### config.mk
export PLATFORM = sky130hd
export DESIGN_NAME = uhnr_div
export DESIGN_NICKNAME = d
export VERILOG_FILES = /design/src/rtl/uhnr_pkg.sv /design/src/rtl/uhnr_div.sv
export SDC_FILE = /design/constraint.sdc
export NUM_CORES = 1
export LEC_CHECK = 0
export ABC_AREA = 0
export BUFFER_PORTS_ARGS = -buffer_cell sky130_fd_sc_hd__buf_4
export CAP_MARGIN = 20
export CORE_MARGIN = 2
export CORE_UTILIZATION = 33
export DETAILED_ROUTE_END_ITERATION = 7
export SLEW_MARGIN = 20
export SYNTH_ARGS = -nofsm -noshare
export SYNTH_HDL_FRONTEND = slang
export SYNTH_SLANG_ARGS = --single-unit
### constraint.sdc
create_clock -name i_clk -period 4.1 [get_ports i_clk]
set_clock_uncertainty 0.05 [all_clocks]
set_input_delay 0.41 -clock i_clk [delete_from_list [all_inputs] [get_ports i_clk]]
set_output_delay 0.41 -clock i_clk [all_outputs]
set_load 0.1 [all_outputs]
### src/rtl/uhnr_pkg.sv
// Package for the unit hydrograph nutrient router: opcodes, register indexes,
// FSM states and the control structs passed between the router modules.
// No dependencies.
package uhnr_pkg;

    localparam int KINDS = 10;
    localparam logic [16:0] ONE_Q16 = 17'h10000;
    localparam logic [39:0] MAX40 = 40'hFF_FFFF_FFFF;
    localparam logic [47:0] MAX48 = 48'hFFFF_FFFF_FFFF;

    localparam logic [1:0] OP_LOAD  = 2'd0;
    localparam logic [1:0] OP_CLEAR = 2'd1;
    localparam logic [1:0] OP_STEP  = 2'd2;
    localparam logic [1:0] OP_QUERY = 2'd3;

    localparam logic CFG_AREA  = 1'b0;
    localparam logic CFG_COUNT = 1'b1;

    localparam logic [3:0] KIND_FIRST_UNSCALED = 4'd7;

    typedef enum logic [2:0] {
        ST_IDLE,
        ST_DIV,
        ST_WALK,
        ST_RD,
        ST_SUM,
        ST_FIN
    } t_state;

    typedef struct packed {
        logic        start;
        logic [9:0]  cell_idx;
        logic [3:0]  kind;
        logic [31:0] amount;
        logic [31:0] area;
        logic [16:0] frac;
    } t_line_ctrl;

    typedef struct packed {
        logic        we;
        logic [9:0]  cell_idx;
        logic [4:0]  slot;
        logic [15:0] data;
    } t_wt_wr;

    typedef struct packed {
        logic        busy;
        logic        done;
        logic [39:0] arrival;
    } t_line_stat;

endpackage

### src/rtl/uhnr_div.sv
// Fraction unit: clamped Q1.16 fraction num/den by restoring division,
// one quotient bit per cycle. Depends on uhnr_pkg.
module uhnr_div (
    input  logic        i_clk,
    input  logic        i_rst_n,
    input  logic        i_start,
    input  logic [31:0] i_num,
    input  logic [31:0] i_den,
    output logic        o_done,
    output logic [16:0] o_frac
);
    import uhnr_pkg::*;

    logic        r_busy;
    logic [3:0]  r_cnt;
    logic [31:0] r_rem;
    logic [31:0] r_den;
    logic [15:0] r_q;
    logic        r_special;
    logic [16:0] r_spec_val;
    logic        r_done;
    logic [16:0] r_frac;

    logic [32:0] rem2;
    logic        ge;
    logic [31:0] n_rem;
    logic [32:0] diff;

    always_comb begin
        rem2  = {r_rem, 1'b0};
        diff  = rem2 - {1'b0, r_den};
        ge    = (rem2 >= {1'b0, r_den});
        n_rem = ge ? diff[31:0] : rem2[31:0];
    end

    always_ff @(posedge i_clk) begin
        if (!i_rst_n) begin
            r_busy <= 1'b0;
            r_done <= 1'b0;
            r_cnt  <= '0;
        end else begin
            r_done <= 1'b0;
            if (i_start) begin
                r_busy <= 1'b1;
                r_cnt  <= '0;
            end else if (r_busy) begin
                r_cnt <= r_cnt + 4'd1;
                if (r_cnt == 4'd15) begin
                    r_busy <= 1'b0;
                    r_done <= 1'b1;
                end
            end
        end
    end

    always_ff @(posedge i_clk) begin
        if (i_start) begin
            r_rem      <= i_num;
            r_den      <= i_den;
            r_special  <= (i_den == 32'd0) || (i_num >= i_den);
            r_spec_val <= (i_num == 32'd0) ? 17'd0 : ONE_Q16;
        end else if (r_busy) begin
            r_rem <= n_rem;
            r_q   <= {r_q[14:0], ge};
            if (r_cnt == 4'd15) begin
                r_frac <= r_special ? r_spec_val : {1'b0, r_q[14:0], ge};
            end
        end
    end

    assign o_done = r_done;
    assign o_frac = r_frac;

endmodule

==> flow_metrics.tcl, run 1 <==
set metrics [dict create \
    cts_setup_buffers 0 \
    dp_hpwl_mm 13.0 \
    relSlewSlack_pct 36.9 \
    critical_path_required_ns 4.16 \
    ios 85 \
    ant_nets 0 \
    syn-num-nets 790 \
    hold_buffers 0 \
    fin_crit_sh_pct 90.9 \
    maxCapViolCount 0 \
    die_h_um 147 \
    avgSynthCellArea_um2 10.3 \
    fin_ws_ns 0.372 \
    ys.flop_type "edfxtp_1" \
    power.density_cell_area_nw_per_um2 492 \
    clk_latency_ns 0.36 \
    syn_area_um2 6750 \
    max_clock_freq_mhz 268 \
    route.detailed.wl_per_inst_um 16.5 \
    port_buffers 84 \
    gp_routability_congestion 0.860 \
    dr.max_layer_used "met4" \
    cts_buffers 9 \
    instances_no_fill 1018 \
    clockRootBuffer "clkbuf_16" \
    drt_iter0_markers 355 \
    worst_pin_slew_ns 0.946 \
    arrival_ns 3.79 \
    wl_mm 16.8 \
    start_kind "register" \
    dpl.cell_count 1002 \
    ys_types 61 \
    drcViolationCount 0 \
    final_cell_mix "98 x edfxtp_1, 90 x buf_4, 73 x inv_1" \
    p_leak_nw 3.41 \
    hold_class "in -> reg" \
    routed-wl-met3_um 918 \
    ys_ff_latch 104 \
    nets 876 \
    drv_slew 0 \
    grt_pass1_vias 5071 \
    cts-htree-levels 3 \
    cp-end-kind "register" \
    wl_met1_mm 7.46 \
    ys_seq_area_share_pct 45.4 \
    ctsLongestPathBuffers 2 \
    grt_max_degree 85 \
    critPathKind "reg -> reg" \
    globalRouteOverflowTotal 0 \
    track_usage_pct 15.9 \
    min_period_ns 3.73 \
    drive_gt1_share_pct 16.2 \
    syn-instance-count 657 \
    rows 52 \
    cts.sinks 104 \
    initial_core_util_pct 33.5 \
    ys.warnings.count 0 \
    ir_worst_vdd_mv 0.227 \
    cts_tree "done" \
    vias 5180 \
    synth_edf_count 98 \
    postCtsResizedCells 0 \
    hold_viol 0 \
    setup-tns-final_ns 0 \
    antenna_found_initial 0 \
    viasPerCell 5.09 \
    rsz0062_at_grt "false" \
    wl_met2_mm 8.01 \
    die_x_um 147 \
    async_flop_share_pct 0 \
    status "finished clean" \
    finalSetupViolations 0 \
    clk_pin_slew_worst_paths_ns 0.07 \
    coreArea_um2 20200 \
    nFillCells 2028 \
    firstDrtPassIters 5 \
    crit_fanout 23 \
    layout_commonest_cell "edfxtp_1" \
    dp_slack_ns 0.437 \
    antenna_cells 0 \
    die_area_um2 21600 \
    area_delta_synth_final_pct 17.6 \
    grt_pass1_wl_mm 27.0 \
]
==> registers in the layout, summed over array words and instances (netlist names) <==
| register | cells |
|---|---|
| o_done | 1 |
| o_frac | 17 |
| r_busy | 1 |
| r_cnt | 4 |
| r_den | 32 |
| r_q | 15 |
| r_rem | 32 |
| r_spec_val | 1 |
| r_special | 1 |
==> area by class of cell <==
cell class / instances / area (um2) / area share, %
flip-flops and latches: 104 / 3060 / 38.6
well taps: 270 / 338 / 4.26
repair buffers: 90 / 676 / 8.52
clock buffers: 9 / 225 / 2.84
inverters: 75 / 282 / 3.55
multi-input cells: 463 / 3300 / 41.6
clock inverters: 7 / 47.5 / 0.599
==> critical path: stages, from the launching register on <==
cell      delay (ns)
edfxtp_1        0.41
ha_1            0.37
nand2_1         0.09
or3_1           0.41
a21oi_1         0.35
o21ai_1         0.13
and3_4          0.20
a21o_4          0.30
inv_2           0.54
nand2_1         0.32
o221a_2         0.30
==> metrics by stage <==
stage	hold WS [ns]	power (mW)	util [%]	cell area, um2
6_report	0.195	3.90	39.3	7930
5_1_grt	0.181	4.18	39.3	7930
4_1_cts	0.183	3.92	39.3	7930
3_5_place_dp	0.377	3.10	38.0	7660
3_3_place_gp	0.373	3.08	38.0	7660
2_1_floorplan	0.368	2.74	-	6750
==> Yosys cell counts, types with 2 or more instances <==
| cell type | number | area share [%] |
|---|---|---|
| a221oi_1 | 3 | 0.39 |
| o211ai_1 | 9 | 1.0 |
| nor2_1 | 24 | 1.3 |
| nand2_1 | 58 | 3.2 |
| ha_1 | 65 | 12 |
| nand4_1 | 13 | 1.2 |
| xnor2_1 | 19 | 2.5 |
| nor3_1 | 7 | 0.52 |
| xor2_1 | 11 | 1.4 |
| dfxtp_1 | 6 | 1.8 |
| nand3_1 | 16 | 1.2 |
| a2bb2oi_1 | 2 | 0.26 |
| nor4_1 | 21 | 1.9 |
| o2111ai_1 | 2 | 0.26 |
| o21bai_1 | 3 | 0.33 |
| and4_1 | 2 | 0.26 |
| o41ai_1 | 2 | 0.26 |
| clkbuf_1 | 10 | 0.56 |
| o31ai_1 | 2 | 0.22 |
| mux2i_1 | 19 | 2.8 |
| a21oi_1 | 39 | 2.9 |
| and3_1 | 6 | 0.56 |
| nor3b_1 | 2 | 0.22 |
| o21a_1 | 6 | 0.67 |
| a21o_1 | 16 | 1.8 |
| nor2b_1 | 22 | 2.0 |
| inv_1 | 73 | 4.1 |
| or3_1 | 4 | 0.37 |
| and2_1 | 4 | 0.37 |
| nand3_2 | 2 | 0.30 |
| a221o_1 | 3 | 0.44 |
| buf_6 | 3 | 0.50 |
| o21ai_0 | 24 | 1.8 |
| nand2b_1 | 6 | 0.56 |
| or2_2 | 4 | 0.37 |
| a31oi_1 | 7 | 0.65 |
| o311ai_1 | 3 | 0.39 |
| o22ai_1 | 3 | 0.28 |
| o21ai_1 | 17 | 1.3 |
| edfxtp_1 | 98 | 44 |
==> worst paths after layout <==
kind,cells past startpoint,slack [ns],to,start
hold / removal,1,0.19,r_den[27]$_DFFE_PP_,i_den[27]
setup / recovery,10,0.37,r_rem[30]$_DFFE_PP_,r_rem[7]$_DFFE_PP_
hold reg to reg,0,0.40,r_q[2]$_DFFE_PP_,r_q[1]$_DFFE_PP_
setup reg to reg,10,0.37,r_rem[30]$_DFFE_PP_,r_rem[7]$_DFFE_PP_
==> kinds of logic after synthesis <==
group,share of synthesized area (%)
fa+ha+maj,12.3
buf+inv,5.75
mux,2.98
flops,45.4
xor+xnor,3.89
simple gates,15.0
compound gates,14.6
==> layer usage <==
| layer | vias up | track usage [%] |
|---|---|---|
| li1 | 2596 | - |
| met2 | 150 | 26.5 |
| met5 | - | 0 |
| met3 | 20 | 2.95 |
| met4 | 0 | 5.53 |
| met1 | 2414 | 21.0 |
==> report_power, final <==
part           leakage (nW)  internal [mW]  switching (mW)
Clock                 0.132          0.412           0.402
Combinational          2.28          0.707           0.962
Sequential             1.00           1.35          0.0736
Total                  3.41           2.47            1.44
(Power assumes the default switching activity.)
==> inputs of run 2 (changes only) <==
==> constraint.sdc (replaced) <==
create_clock -name i_clk -period 4.1 [get_ports i_clk]
set_clock_uncertainty 0.05 [all_clocks]
set_input_delay 0.205 -clock i_clk [delete_from_list [all_inputs] [get_ports i_clk]]
set_output_delay 0.205 -clock i_clk [all_outputs]
set_load 0.1 [all_outputs]
==> run 2 against run 1 <==
Fmax increased by 1.9%. Utilization is 1.2 points higher. Largest power group unchanged. Critical path depth unchanged. Largest cell class unchanged. Worst hold slack worse by 0.19 ns. First-iteration DRC count fell by 12%. Cell count is 2.3% higher. Critical path type unchanged. Sequential cell count stayed put. Via count up 2.1%. Sequential share of layout area shrank 1.1 points. Total power rose by 0.46%.
==> flow_metrics.tcl, run 2 (same netlist as run 1, synthesis figures left out) <==
set metrics [dict create \
    clockRootBuffer "clkbuf_16" \
    antenna_found_initial 0 \
    crit_fanout 23 \
    wl_mm 17.0 \
    area_delta_synth_final_pct 21.0 \
    postCtsResizedCells 0 \
    p_leak_nw 3.52 \
    maxCapViolCount 0 \
    drt_iter0_markers 311 \
    antenna_cells 0 \
    instances_no_fill 1041 \
    grt_max_degree 49 \
    wl_met2_mm 8.06 \
    ant_nets 0 \
    ios 85 \
    postLayoutCoreUtil_pct 40.5 \
    dp_hpwl_mm 13.0 \
    ctsLongestPathBuffers 2 \
    wl_met1_mm 7.72 \
    path_cells "ha_1, nand4_1, or3_4, nor3_4, a32oi_1, and3_4, a21o_4, inv_2, nand2_1, o221a_2" \
    status "finished clean" \
    critPathKind "reg -> reg" \
    cp-end-kind "register" \
    critical_path_required_ns 4.16 \
    initial_core_util_pct 33.5 \
    viasPerCell 5.08 \
    hold_class "in -> reg" \
    ir_worst_vdd_mv 0.250 \
    finalSetupViolations 0 \
    die_h_um 147 \
    worst_path_max_delay_cell "inv_2" \
    nFillCells 2009 \
    fin_crit_sh_pct 89.2 \
    drive_gt1_share_pct 15.3 \
    setup-tns-final_ns 0 \
    route.detailed.wl_per_inst_um 16.3 \
    fin_hold_ws_ns 0.00799 \
    crit_path_max_incr_delay_ns 0.52 \
    clk_pin_slew_worst_paths_ns 0.07 \
    start_kind "register" \
    die_x_um 147 \
    arrival_ns 3.72 \
    cts.sinks 104 \
    firstDrtPassIters 5 \
    hold_viol 0 \
    rows 52 \
    power.density_cell_area_nw_per_um2 480 \
    relSlewSlack_pct 40.5 \
    worst_pin_slew_ns 0.893 \
    grt_pass1_vias 5250 \
    nets 899 \
    routed-wl-met3_um 736 \
    clk_latency_ns 0.36 \
    port_buffers 84 \
    cts_buffers 9 \
    cts_tree "done" \
    globalRouteOverflowTotal 0 \
    drv_slew 0 \
    grt_pass1_wl_mm 27.3 \
    cts_setup_buffers 0 \
    vias 5289 \
    min_period_ns 3.66 \
    max_clock_freq_mhz 273 \
    final_cell_mix "98 x edfxtp_1, 89 x buf_4, 73 x inv_1" \
    dr.max_layer_used "met4" \
    coreArea_um2 20200 \
    cp_top_family "simple AND/OR/NAND/NOR gates" \
    layout_commonest_cell "edfxtp_1" \
    track_usage_pct 16.2 \
    gp_routability_congestion 0.862 \
    dpl.cell_count 1001 \
    rsz0062_at_grt "false" \
    cts-htree-levels 3 \
    die_area_um2 21600 \
    hold_buffers 23 \
    critPathBufInv 1 \
    drcViolationCount 0 \
]
==> run 2: final cells by class <==
class                   count  area, um2  area share, %
multi-input cells         463       3300           40.4
flip-flops and latches    104       3060           37.5
repair buffers            113        908           11.1
well taps                 270        338           4.14
inverters                  75        282           3.45
clock buffers              11        243           2.97
clock inverters             5       31.3          0.383
==> run 2: where the power goes <==
group	switching, mW	total (mW)	internal [mW]
Sequential	0.0752	1.42	1.35
Combinational	0.958	1.68	0.721
Clock	0.392	0.820	0.428
==> run 2: path summary, 6_finish.rpt <==
check,from,end,slack (ns),cells past startpoint
hold reg to reg,r_q[0]$_DFFE_PP_,r_q[1]$_DFFE_PP_,0.39,0
setup reg to reg,r_rem[11]$_DFFE_PP_,r_rem[30]$_DFFE_PP_,0.44,10
setup / recovery,r_rem[11]$_DFFE_PP_,r_rem[30]$_DFFE_PP_,0.44,10
hold / removal,i_den[5],r_den[5]$_DFFE_PP_,0.008,1
==> run 2: metal layers <==
| metal | up-vias | track usage [%] |
|---|---|---|
| met1 | 2493 | 20.9 |
| li1 | 2636 | - |
| met3 | 25 | 3.42 |
| met2 | 135 | 27.1 |
| met4 | 0 | 5.48 |
| met5 | - | 0 |
==> run 2: per-stage QoR <==
stage / setup slack, ns / instance area, um2 / power, mW
2_1_floorplan: 1.33 / 6750 / 2.74
3_3_place_gp: 0.582 / 7650 / 3.08
6_report: 0.441 / 8170 / 3.92
5_1_grt: 0.254 / 8170 / 4.20
3_5_place_dp: 0.452 / 7650 / 3.09
4_1_cts: 0.433 / 8160 / 3.94
